<file path="config.mk">
export PLATFORM = sky130hd
export DESIGN_NAME = ordered_list_store_top
export DESIGN_NICKNAME = d
export VERILOG_FILES = /design/src/olst_pkg.sv /design/src/olst_cell.sv /design/src/olst_ctrl.sv /design/src/ordered_list_store_top.sv
export SDC_FILE = /design/constraint.sdc
export NUM_CORES = 2
export LEC_CHECK = 0
export BUFFER_PORTS_ARGS = -buffer_cell sky130_fd_sc_hd__buf_2
export CAP_MARGIN = 10
export CORE_MARGIN = 2
export CORE_UTILIZATION = 25
export CTS_CLUSTER_SIZE = 8
export DETAILED_ROUTE_END_ITERATION = 16
export HOLD_SLACK_MARGIN = 0.05
export SKIP_CTS_REPAIR_TIMING = 1
export SYNTH_ARGS = -nofsm -noshare
export SYNTH_HDL_FRONTEND = slang
export SYNTH_SLANG_ARGS = --single-unit
</file>
<file path="constraint.sdc">
create_clock -name clock -period 9 [get_ports clock]
set_input_delay 1.8 -clock clock [delete_from_list [all_inputs] [get_ports clock]]
set_output_delay 1.8 -clock clock [all_outputs]
set_load 0.05 [all_outputs]
</file>
<file path="src/olst_pkg.sv">
`timescale 1ns / 1ps
// Shared types and constants for the ordered list store.
// Used by the controller, the entry cells, the top level and the checker.
package olst_pkg;

   localparam int CAPACITY   = 16;
   localparam int DATA_WIDTH = 32;

   localparam int CNT_W   = $clog2(CAPACITY + 1);
   localparam int IDX_W   = $clog2(CAPACITY);
   localparam int FUNC_W  = 4;
   localparam int INDEX_W = 5;
   localparam int VALUE_W = 32;
   localparam int DOUT_W  = 32;
   localparam int POS_W   = 5;
   localparam int LEN_W   = 5;
   localparam int STAT_W  = 2;
   // common width for position compares between the count and the index field
   localparam int CMP_W   = (CNT_W > INDEX_W) ? CNT_W : INDEX_W;

   localparam logic [FUNC_W-1:0] FN_APPEND  = 4'd0;
   localparam logic [FUNC_W-1:0] FN_INSERT  = 4'd1;
   localparam logic [FUNC_W-1:0] FN_REPLACE = 4'd2;
   localparam logic [FUNC_W-1:0] FN_DELETE  = 4'd3;
   localparam logic [FUNC_W-1:0] FN_REMOVE  = 4'd4;
   localparam logic [FUNC_W-1:0] FN_GET     = 4'd5;
   localparam logic [FUNC_W-1:0] FN_POP     = 4'd6;
   localparam logic [FUNC_W-1:0] FN_FIND    = 4'd7;
   localparam logic [FUNC_W-1:0] FN_COUNT   = 4'd8;
   localparam logic [FUNC_W-1:0] FN_CLEAR   = 4'd9;

   localparam logic [STAT_W-1:0] ST_OK    = 2'd0;
   localparam logic [STAT_W-1:0] ST_RANGE = 2'd1;
   localparam logic [STAT_W-1:0] ST_FULL  = 2'd2;
   localparam logic [STAT_W-1:0] ST_MISS  = 2'd3;

   typedef struct packed {
      logic [FUNC_W-1:0]  func;
      logic [INDEX_W-1:0] index;
      logic [VALUE_W-1:0] value;
   } req_type;

   typedef struct packed {
      logic [DOUT_W-1:0] data_out;
      logic [POS_W-1:0]  position;
      logic [LEN_W-1:0]  length;
      logic [STAT_W-1:0] status;
   } rsp_type;

   // per-cell update command, load wins over the shifts
   typedef struct packed {
      logic load;
      logic shift_up;
      logic shift_down;
   } cell_ctrl_type;

endpackage

</file>
<file path="src/olst_cell.sv">
`timescale 1ns / 1ps
// One entry cell of the ordered list: holds a word, takes a neighbor's word
// on a shift and registers its equality compare. Depends on olst_pkg.
module olst_cell (
   input  logic                             clock,
   input  olst_pkg::cell_ctrl_type          ctrl,
   input  logic [olst_pkg::DATA_WIDTH-1:0]  lower_entry,
   input  logic [olst_pkg::DATA_WIDTH-1:0]  upper_entry,
   input  logic [olst_pkg::DATA_WIDTH-1:0]  new_value,
   output logic [olst_pkg::DATA_WIDTH-1:0]  entry,
   output logic                             match
);
   import olst_pkg::*;

   logic [DATA_WIDTH-1:0] entry_ff, entry_in;
   logic                  match_ff, match_in;

   always_comb begin
      priority if (ctrl.load) begin
         entry_in = new_value;
      end else if (ctrl.shift_up) begin
         entry_in = lower_entry;
      end else if (ctrl.shift_down) begin
         entry_in = upper_entry;
      end else begin
         entry_in = entry_ff;
      end
      match_in = (entry_ff == new_value);
   end

   always_ff @(posedge clock) begin
      entry_ff <= entry_in;
      match_ff <= match_in;
   end

   assign entry = entry_ff;
   assign match = match_ff;

endmodule

</file>
<file path="src/olst_ctrl.sv">
`timescale 1ns / 1ps
// Request sequencer for the ordered list: holds the request and the length,
// decodes the operation into cell commands and builds the result beat.
// Depends on olst_pkg.
module olst_ctrl (
   input  logic                                              clock,
   input  logic                                              reset,
   input  logic                                              req_valid,
   output logic                                              req_stall,
   input  olst_pkg::req_type                                 req_payload,
   output logic                                              rsp_valid,
   input  logic                                              rsp_stall,
   output olst_pkg::rsp_type                                 rsp_payload,
   input  logic [olst_pkg::CAPACITY-1:0][olst_pkg::DATA_WIDTH-1:0] cell_entry,
   input  logic [olst_pkg::CAPACITY-1:0]                     cell_match,
   output olst_pkg::cell_ctrl_type [olst_pkg::CAPACITY-1:0]  cell_ctrl,
   output logic [olst_pkg::DATA_WIDTH-1:0]                   new_value
);
   import olst_pkg::*;

   localparam logic [1:0] S_IDLE  = 2'd0;
   localparam logic [1:0] S_MATCH = 2'd1;
   localparam logic [1:0] S_EXEC  = 2'd2;

   logic [1:0]       state_ff, state_in;
   req_type          req_ff, req_in;
   logic [CNT_W-1:0] count_ff, count_in;
   logic             rsp_valid_ff, rsp_valid_in;
   rsp_type          rsp_ff, rsp_in;

   logic             accept, fire, full;
   logic [CMP_W-1:0] cnt_x, idx_x, read_at, load_at, shift_at, first_at;
   logic             first_hit;
   logic [CNT_W-1:0] hit_num, new_cnt;
   logic [CAPACITY-1:0] hits;
   logic [DATA_WIDTH-1:0] read_data;
   logic             op_load, op_up, op_down;
   logic [DOUT_W-1:0] data_res;
   logic [POS_W-1:0] pos_res;
   logic [STAT_W-1:0] st_res;

   assign req_stall = (state_ff != S_IDLE);
   assign accept    = req_valid && !req_stall;
   // execute once the output register is free or being drained
   assign fire      = (state_ff == S_EXEC) && (!rsp_valid_ff || !rsp_stall);
   assign new_value = DATA_WIDTH'(req_ff.value);

   assign cnt_x = CMP_W'(count_ff);
   assign idx_x = CMP_W'(req_ff.index);
   assign full  = (count_ff == CNT_W'(CAPACITY));

   // match bits count only inside the valid part of the list
   always_comb begin
      first_hit = 1'b0;
      first_at  = '0;
      hit_num   = '0;
      for (int i = 0; i < CAPACITY; i++) begin
         hits[i] = cell_match[i] && (CMP_W'(i) < cnt_x);
         hit_num = hit_num + CNT_W'(hits[i]);
      end
      for (int i = CAPACITY - 1; i >= 0; i--) begin
         if (hits[i]) begin
            first_hit = 1'b1;
            first_at  = CMP_W'(i);
         end
      end
   end

   assign read_at   = (req_ff.func == FN_POP) ? (cnt_x - CMP_W'(1)) : idx_x;
   assign read_data = cell_entry[IDX_W'(read_at)];

   always_comb begin
      op_load  = 1'b0;
      op_up    = 1'b0;
      op_down  = 1'b0;
      load_at  = cnt_x;
      shift_at = idx_x;
      new_cnt  = count_ff;
      data_res = '0;
      pos_res  = '0;
      st_res   = ST_OK;
      unique case (req_ff.func)
         FN_APPEND: begin
            if (full) begin
               st_res = ST_FULL;
            end else begin
               op_load = 1'b1;
               new_cnt = count_ff + CNT_W'(1);
            end
         end
         FN_INSERT: begin
            if (idx_x > cnt_x) begin
               st_res = ST_RANGE;
            end else if (full) begin
               st_res = ST_FULL;
            end else begin
               op_load = 1'b1;
               op_up   = 1'b1;
               load_at = idx_x;
               new_cnt = count_ff + CNT_W'(1);
            end
         end
         FN_REPLACE: begin
            if (idx_x > cnt_x) begin
               st_res = ST_RANGE;
            end else if (idx_x == cnt_x) begin
               if (full) begin
                  st_res = ST_FULL;
               end else begin
                  op_load = 1'b1;
                  new_cnt = count_ff + CNT_W'(1);
               end
            end else begin
               op_load  = 1'b1;
               load_at  = idx_x;
               data_res = DOUT_W'(read_data);
            end
         end
         FN_DELETE: begin
            if (idx_x >= cnt_x) begin
               st_res = ST_RANGE;
            end else begin
               op_down = 1'b1;
               new_cnt = count_ff - CNT_W'(1);
            end
         end
         FN_REMOVE: begin
            if (first_hit) begin
               op_down  = 1'b1;
               shift_at = first_at;
               new_cnt  = count_ff - CNT_W'(1);
               pos_res  = POS_W'(first_at);
            end else begin
               st_res = ST_MISS;
            end
         end
         FN_GET: begin
            if (idx_x >= cnt_x) begin
               st_res = ST_RANGE;
            end else begin
               data_res = DOUT_W'(read_data);
            end
         end
         FN_POP: begin
            if (count_ff == '0) begin
               st_res = ST_MISS;
            end else begin
               new_cnt  = count_ff - CNT_W'(1);
               data_res = DOUT_W'(read_data);
            end
         end
         FN_FIND: begin
            if (first_hit) begin
               pos_res = POS_W'(first_at);
            end else begin
               st_res = ST_MISS;
            end
         end
         FN_COUNT: begin
            pos_res = POS_W'(hit_num);
         end
         FN_CLEAR: begin
            new_cnt = '0;
         end
         default: begin
         end
      endcase
   end

   always_comb begin
      for (int i = 0; i < CAPACITY; i++) begin
         cell_ctrl[i].load       = fire && op_load && (CMP_W'(i) == load_at);
         cell_ctrl[i].shift_up   = fire && op_up && (CMP_W'(i) > shift_at);
         cell_ctrl[i].shift_down = fire && op_down && (CMP_W'(i) >= shift_at);
      end
   end

   always_comb begin
      state_in     = state_ff;
      req_in       = req_ff;
      count_in     = count_ff;
      rsp_in       = rsp_ff;
      rsp_valid_in = rsp_valid_ff && rsp_stall;
      unique case (state_ff)
         S_IDLE: begin
            if (accept) begin
               req_in   = req_payload;
               state_in = S_MATCH;
            end
         end
         S_MATCH: begin
            state_in = S_EXEC;
         end
         S_EXEC: begin
            if (fire) begin
               count_in        = new_cnt;
               rsp_in.data_out = data_res;
               rsp_in.position = pos_res;
               rsp_in.length   = LEN_W'(new_cnt);
               rsp_in.status   = st_res;
               rsp_valid_in    = 1'b1;
               state_in        = S_IDLE;
            end
         end
         default: begin
            state_in = S_IDLE;
         end
      endcase
   end

   always_ff @(posedge clock) begin
      if (reset) begin
         state_ff     <= S_IDLE;
         count_ff     <= '0;
         rsp_valid_ff <= 1'b0;
      end else begin
         state_ff     <= state_in;
         count_ff     <= count_in;
         rsp_valid_ff <= rsp_valid_in;
      end
      req_ff <= req_in;
      rsp_ff <= rsp_in;
   end

   assign rsp_valid   = rsp_valid_ff;
   assign rsp_payload = rsp_ff;

endmodule

</file>
<file path="src/ordered_list_store_top.sv">
`timescale 1ns / 1ps
// Ordered list store: fixed-capacity ordered word list with insert, delete,
// search and count. Top level; depends on olst_pkg, olst_ctrl, olst_cell.
//
// Usage:
//   Requests enter on req_valid / req_stall with a req_payload beat holding
//   func, index and value. Every request yields exactly one rsp_payload beat
//   (data_out, position, length, status) on rsp_valid / rsp_stall.
//   Entries live in a row of cells, one word each; insert and delete move all
//   later words one cell together, and every cell compares its word
//   with the request value in parallel.
//   The result is registered in two steps after the request beat is taken:
//   the cell compares are registered, then the request executes.
//   The controller takes no new request until the compare-then-execute
//   sequence is through; req_stall is high while a request is in work.
//   A finished result waits in the output register while the next request
//   is taken; if the receiver stalls, the execute step holds until the output
//   register drains, and the list is not changed before then.
//   Reset empties the list (length zero) and drops any pending result; word
//   storage itself is not cleared.
module ordered_list_store_top (
   input  logic              clock,
   input  logic              reset,
   input  logic              req_valid,
   output logic              req_stall,
   input  olst_pkg::req_type req_payload,
   output logic              rsp_valid,
   input  logic              rsp_stall,
   output olst_pkg::rsp_type rsp_payload
);
   import olst_pkg::*;

   logic [CAPACITY-1:0][DATA_WIDTH-1:0] cell_entry;
   logic [CAPACITY-1:0]                 cell_match;
   cell_ctrl_type [CAPACITY-1:0]        cell_ctrl;
   logic [DATA_WIDTH-1:0]               new_value;

   olst_ctrl u_ctrl (
      .clock       (clock),
      .reset       (reset),
      .req_valid   (req_valid),
      .req_stall   (req_stall),
      .req_payload (req_payload),
      .rsp_valid   (rsp_valid),
      .rsp_stall   (rsp_stall),
      .rsp_payload (rsp_payload),
      .cell_entry  (cell_entry),
      .cell_match  (cell_match),
      .cell_ctrl   (cell_ctrl),
      .new_value   (new_value)
   );

   for (genvar i = 0; i < CAPACITY; i++) begin : g_cell
      logic [DATA_WIDTH-1:0] lower_entry, upper_entry;

      // end cells see their own word where there is no neighbor
      if (i == 0) begin : g_first
         assign lower_entry = cell_entry[i];
      end else begin : g_lower
         assign lower_entry = cell_entry[i-1];
      end
      if (i == CAPACITY - 1) begin : g_last
         assign upper_entry = cell_entry[i];
      end else begin : g_upper
         assign upper_entry = cell_entry[i+1];
      end

      olst_cell u_cell (
         .clock       (clock),
         .ctrl        (cell_ctrl[i]),
         .lower_entry (lower_entry),
         .upper_entry (upper_entry),
         .new_value   (new_value),
         .entry       (cell_entry[i]),
         .match       (cell_match[i])
      );
   end

endmodule

</file>
After elaboration in Yosys (flattened, before gate mapping)
Cells that the tools add are included.
W data, S select, Z words.
- bits in registers: 621
- bits of input ports: 45
- output and inout bits: 46
- word-level logic and storage cells: 382
- add/sub/neg operators: 17
- magnitude comparators: 50
- equal/unequal tests: 47
- mux-type cells: 126
- reductions and logical operators: 100
- operators by type and width (operator ; count):
    $mux W32 ; 52
    $eq A32 B32 Y1 ; 16
    $bmux W32 S4 ; 1
    $pmux W32 S3 ; 1
    $mux W4 ; 18
    $add A5 B1 Y5 ; 14
    $logic_and A1 B1 Y1 ; 69
    $mux W5 ; 13
    $reduce_bool A3 Y1 ; 14
    $eq A4 B5 Y1 const A ; 8
    $gt A4 B5 Y1 const A ; 8
    $lt A4 B5 Y1 const A ; 8
    $ge A4 B5 Y1 const A ; 7
    $pmux W5 S7 ; 1
    $mux W1 ; 26
    $eq A3 B5 Y1 const A ; 4
    $ge A3 B5 Y1 const A ; 4
    $gt A3 B5 Y1 const A ; 4
    $lt A3 B5 Y1 const A ; 4
    $pmux W5 S2 ; 2
    $eq A4 B3 Y1 const B ; 4
    $mux W2 ; 8
    $pmux W2 S6 ; 1
    $eq A2 B5 Y1 const A ; 2
    32 further kinds ; 51

Logic depth before layout (Yosys ltp)
- word-level depth: 25
- depth in mapped cells: 17
- mapped depth without buffers: 16

Hierarchy
Synthesis repeated with hierarchy kept, for this count alone.
- cell total of the unflattened synthesis: 4259
- area, all modules: 42522.0 µm²
- by module, submodules not included (module ; instances ; cells each ; area an instance (µm²) ; sequential area each (µm²)):
    olst_cell ; 16 ; 184 ; 2004.4 ; 980.9
    olst_ctrl ; 1 ; 1315 ; 10451.3 ; 2712.6

Least setup slack after synthesis
OpenSTA, ideal clock, no wires.
- path type: in2reg
- start: input port rsp_stall
- end: register g_cell[0].u_cell.entry_ff[0], enable pin
- setup time: 0.657 ns
- arrival time: 5.481 ns
- required time: 8.343 ns
- slack: 2.862 ns
- cell stages on the path: 11
- path buffers: 3
- path through: nand2_1 -> nand2_1 -> clkinv_1 -> nand3_1 -> a221o_1 -> a211o_1 -> clkbuf_1 -> or4_1 -> clkbuf_1 -> buf_2 -> o21ai_0
- word-level cells in the longest chain between the ends: 7
- elaborated cells between the ends (all ways): 12
- those cells by class: eq/ne (1); reduce/logical (11)
- ends and longest elaborated chain (what ; RTL line ; source):
    start: declaration ; ordered_list_store_top.sv:28 ; input logic rsp_stall,
    $logic_not A1 Y1 (*) ; olst_ctrl.sv:45 ; assign fire = (state_ff == S_EXEC) && (!rsp_valid_ff || !rsp_stall);
    $logic_or A1 B1 Y1 (*) ; olst_ctrl.sv:45 ;
    $logic_and A1 B1 Y1 (*) ; olst_ctrl.sv:45 ;
    $logic_and A1 B1 Y1, on equally long branches (2 in series) ; olst_ctrl.sv:173, olst_ctrl.sv:172, olst_ctrl.sv:174 ;
    $ne A2 B1 Y1 (no source line) or $reduce_bool A2 Y1 (tied branches) ; - ;
    $reduce_and A2 Y1 (no source line) (*) ; - ;
    end signal: assignment ; olst_cell.sv:32 ; entry_ff <= entry_in;
    end: declaration ; olst_cell.sv:15 ; logic [DATA_WIDTH-1:0] entry_ff, entry_in;
Every way passes the cells marked *; elsewhere a longest branch is shown, timed or not.
A chain may end at the register's enable or synchronous reset.

Worst setup path in the final report
- start: register u_ctrl.count_ff[3] (netlist: u_ctrl.cnt_x[3])
- end: register g_cell[1].u_cell.entry_ff[17], enable pin
- word-level cells in the longest chain between the ends: 23
- elaborated cells between the ends (all ways): 94
- those cells by class: order compare (20); eq/ne (3); mux (48); reduce/logical (23)
- ends and longest elaborated chain (what ; RTL line ; source):
    start: declaration ; olst_ctrl.sv:27 ; logic [CNT_W-1:0] count_ff, count_in;
    start signal: assignment ; olst_ctrl.sv:218 ; count_ff <= count_in;
    $lt A4 B5 Y1 ; olst_ctrl.sv:58 ; hits[i] = cell_match[i] && (CMP_W'(i) < cnt_x);
    $logic_and A1 B1 Y1 ; olst_ctrl.sv:58 ;
    $mux W4 or $mux W1 (tied branches) (16 in series) ; olst_ctrl.sv:62 ; if (hits[i]) begin
    $mux W5 or $mux W1 (tied branches) ; olst_ctrl.sv:128 ; if (first_hit) begin
    $mux W5 or $pmux W1 S2 (tied branches) ; olst_ctrl.sv:82 ; unique case (req_ff.func)
    $ge A1 B5 Y1, or another cell as far along ; olst_ctrl.sv:174 ; cell_ctrl[i].shift_down = fire && op_down && (CMP_W'(i) >= shift_at);
    $logic_and A1 B1 Y1, on equally long branches ; olst_ctrl.sv:174, olst_ctrl.sv:173 ;
    $reduce_bool A3 Y1 (no source line) (*) ; - ;
    end signal: assignment ; olst_cell.sv:32 ;
    end: declaration ; olst_cell.sv:15 ;
Marks and branches as above.

==> results.txt <==
----------------------------------------------------
[GRT]
  Total congestion overflow ... 0
  Largest net degree at the start of global routing ... around 160
  Global-route usage over all layers ... 0.1757
  Initial antenna violation count ... 13
  Number of global-route vias before repair ... ~32000
  Global-route wire length before repair ... 228.1 mm

[Run status]
  Result of the run ... complete, no violations

[Worst hold path]
  Class of the most critical hold timing path ... register to register
  Cell depth of the worst min-delay path ... 2

[Floorplanning]
  Die ar. ... between 0.15 and 0.2 mm2
  Effective utilization at floorplan ... 0.2520
  I/O pins ... between 90 and 100
  Core Footprint ... 0.1672 mm2
  X dimension of the die ... around 410 um
  DIE HEIGHT ... roughly 410 um
  Number of core rows ... 150

[Yosys]
  Number of nets in the synthesized netlist ... 4303
  Xor/xnor cell area share of the yosys netlist ... 0.1074
  Cell count after synthesis ... approximately 4200
  Basic-gate share of the synthesized area counting and, or, nand and nor cells ... 0.1269
  Dominant combinational cell family by area after synthesis ... multiplexers
  Area of the mapped netlist ... about 0.042 mm2
  Post-synthesis mux area share ... 0.1397
  Number of flip-flops and latches in the synthesized netlist ... between 600 and 700
  Most common flop cell mapped by yosys ... edfxtp_1
  Sequential share of the synthesized area ... 0.4368
  Post-synthesis share of cell area spent on full adders, half adders and majority gates ... 0.008847
  Compound-gate portion of the synthesized area ... 0.1389
  Number of enable flip-flop cells after synthesis ... approximately 600
  Mapped Avg Cell Area ... ~10 um2
  Number of distinct standard cells referenced by the synthesized netlist ... 84
  Warnings from Yosys ... 0
  Post-synth ARST share ... 0

[Drt]
  Iteration-0 DRC Markers ... approximately 4000
  Post-DR wirelength/cell ... 24.81 um
  Routed Antenna Nets ... 0
  Wirelength, routed ... 157.7 mm
  Detailed-route vias per instance ... roughly 5.3
  First drt pass iteration count ... 8
  Total via count in the routed design ... roughly 34000
  Total DRC errors in the routed layout ... 0

[Setup path]
  Critical path launch point type ... register
  Arr. time, crit path ... approximately 6.5 ns
  Setup CP Type ... register to register
  FF-to-FF path depth ... 12
  Critical path data required time ... between 9 and 10 ns
  Maximum fanout encountered on the critical timing path ... 65
  Crit end category ... register

[Clock network]
  TritonCTS clock tree ... done
  Worst-path clk slew ... about 0.05 ns
  H-tree levels ... 3
  CTS root buffer ... clkbuf_16
  Clock latency reported for the late side of the worst-skew pair ... between 0.6 and 0.7 ns
  Longest Clk Path Bufs ... 3
  TritonCTS Buffers ... approximately 90
  Clock Sink Count ... between 600 and 700

[Pwr]
  Reg power frac ... 0.445
  Power Dens Cells ... between 150 and 200 mW/mm2
  Internal cell power ... slightly above 5 mW
  Peak supply drop ... between 100 and 150 uV
  Sw Share ... 0.2720
  Psw ... between 1.5 and 2 mW
  Clock power share ... 0.445
  Leak Pwr ... around 16 nW
  Combinational cell fraction of total power ... 0.110

[Cells and area]
  Area growth syn-to-layout ... 12.04%
  Final-stage net count ... between 4000 and 5000
  Share of final-layout standard cells stronger than drive strength 1 ... 0.09860
  Layout Cell Area excl Fill ... approximately 0.047 mm2

[Timing]
  Unrepaired setup endpoints after global routing ... no
  Min Hold Slack ... between 0.5 and 0.6 ns
  Maximum clock skew at final layout ... ~0.047 ns
  Number of failing hold endpoints at the final stage ... 0
  Total of endpoints with negative setup slack in the final report ... 0
  Worst Max-Slew Pin Slew ... around 1.2 ns
  Time the worst path needs with I/O delays and setup ... roughly 6.2 ns
  Max-slew violation count ... 0
  Fmax ... around 160 MHz
  Final critical-path share of the clock period ... 0.6919
  Setup TNS ... 0 ns
  Relative slew slack ... 0.1639

[Place]
  Post-detailed-placement cell area ... about 0.045 mm2
  Port bufs ... 90
  Final estimated routing congestion in global placement ... around 0.98
  Post-DP HPWL ... roughly 110 mm

[Flow run]
  Max-cap viol count ... 0

----------------------------------------------------
sequential cells by signal, indices dropped and copies added (netlist names):
name                 cells
u_ctrl.cnt_x             5
g_cell.u_cell.match     16
u_ctrl.req_ff            4
u_ctrl.rsp_payload      44
u_ctrl.new_value        32
u_ctrl.state_ff          2
u_ctrl.idx_x             5
g_cell.u_cell.entry    512
u_ctrl.rsp_valid         1
synth_stat cells, types with 8 or more instances:
cell | n | area [um2]
o21ai_0 | 122 | 610.6
and2_1 | 69 | 431.7
a21oi_1 | 135 | 675.7
nor4_1 | 137 | 857.1
nor2b_1 | 72 | 450.4
clkbuf_1 | 297 | 1115
ha_1 | 13 | 162.7
nor2_1 | 162 | 608.1
edfxtp_1 | 597 | 17930
nand2_1 | 523 | 1963
xor2_1 | 514 | 4502
o21ai_1 | 265 | 1326
fa_1 | 10 | 200.2
nor3_1 | 17 | 85.08
buf_4 | 22 | 165.2
dfxtp_1 | 24 | 480.5
buf_2 | 28 | 140.1
a211oi_1 | 261 | 1959
mux2_2 | 64 | 720.7
nand2b_1 | 8 | 50.05
buf_1 | 56 | 210.2
o211ai_1 | 8 | 60.06
or3_1 | 9 | 56.30
nand3_1 | 17 | 85.08
nor3b_1 | 33 | 247.7
nand4_1 | 39 | 244.0
inv_1 | 21 | 78.83
o21a_1 | 10 | 75.07
mux2i_1 | 516 | 5165
a31oi_1 | 68 | 425.4
layout by cell type (no fill, tap or decap), drive strengths merged, types with 64 or more instances in the layout:
master  count
a211oi    262
o21ai     387
clkbuf    120
and2       69
mux2       64
nor2b      72
nand2     523
a31oi      69
xor2      514
buf       189
mux2i     516
a21oi     140
edfxtp    597
nor4      138
nor2      165
per-layer routing:
layer  vias up  share of wire  track usage
met4        12          0.036      0.06134
met1     16490           0.42       0.2328
met3       237          0.089      0.03904
met2      1724           0.46       0.2807
li1      15220              -            -
met5         -        0.00052            0
logic make-up after synthesis:
logic type / after synthesis
buf+inv: 429
flops: 621
simple gates: 1120
fa+ha+maj: 24
compound gates: 944
mux: 580
xor+xnor: 517
power by group through the flow:
| stage | clock [mW] | sequential [mW] | combinational, mW |
|---|---|---|---|
| final | 3.18 | 3.18 | 0.783 |
| after global routing | 3.33 | 3.18 | 0.812 |
| after CTS | 3.23 | 3.18 | 0.761 |
| after detailed placement | 0 | 3.24 | 0.757 |
| after global placement | 0 | 3.24 | 0.751 |
| after floorplan | 0 | 3.24 | 0.468 |
stage by stage:
| stage | setup WS [ns] | total power [mW] | utilization | cells |
|---|---|---|---|---|
| floorplan | 2.862 | 3.706 | - | 4235 |
| global placement | 2.477 | 3.987 | 0.2671 | 6220 |
| detailed placement | 2.423 | 3.992 | 0.2671 | 6220 |
| CTS | 2.875 | 7.174 | 0.2822 | 6350 |
| global route | 2.461 | 7.325 | 0.2823 | 6352 |
| finish | 2.773 | 7.140 | 0.2824 | 6357 |
final timing paths:
check / to / slack, ns / startpoint
worst max-delay path: g_cell[1].u_cell.entry[17] / 2.77 / u_ctrl.cnt_x[3]
worst min-delay path: u_ctrl.rsp_valid / 0.50 / u_ctrl.state_ff[1]
worst max register to register: g_cell[1].u_cell.entry[17] / 2.77 / u_ctrl.cnt_x[3]
worst min register to register: u_ctrl.rsp_valid / 0.50 / u_ctrl.state_ff[1]
area by class of cell:
cell class / count / area, um2
inverters: 23 / 86.33
diodes: 5 / 12.51
clock inverters: 10 / 166.4
well taps: 2204 / 2758
repair buffers: 189 / 1219
fillers: 17210 / 120000
multi-input cells: 3185 / 22210
clock buffers: 120 / 2354
flip-flops and latches: 621 / 18410
worst max-delay path: stages (launching register included):
cell and delay (ns):
dfxtp_1 1.01, inv_1 0.41, ha_1 0.40, o21ai_0 0.07
a21oi_1 0.08, or3_1 0.38, a21oi_1 0.65, nor2_1 0.21
a2bb2oi_1 0.90, and4_2 0.46, buf_4 0.56, or3_1 0.21
buf_4 0.44
Power figures use the tool's default switching activity.
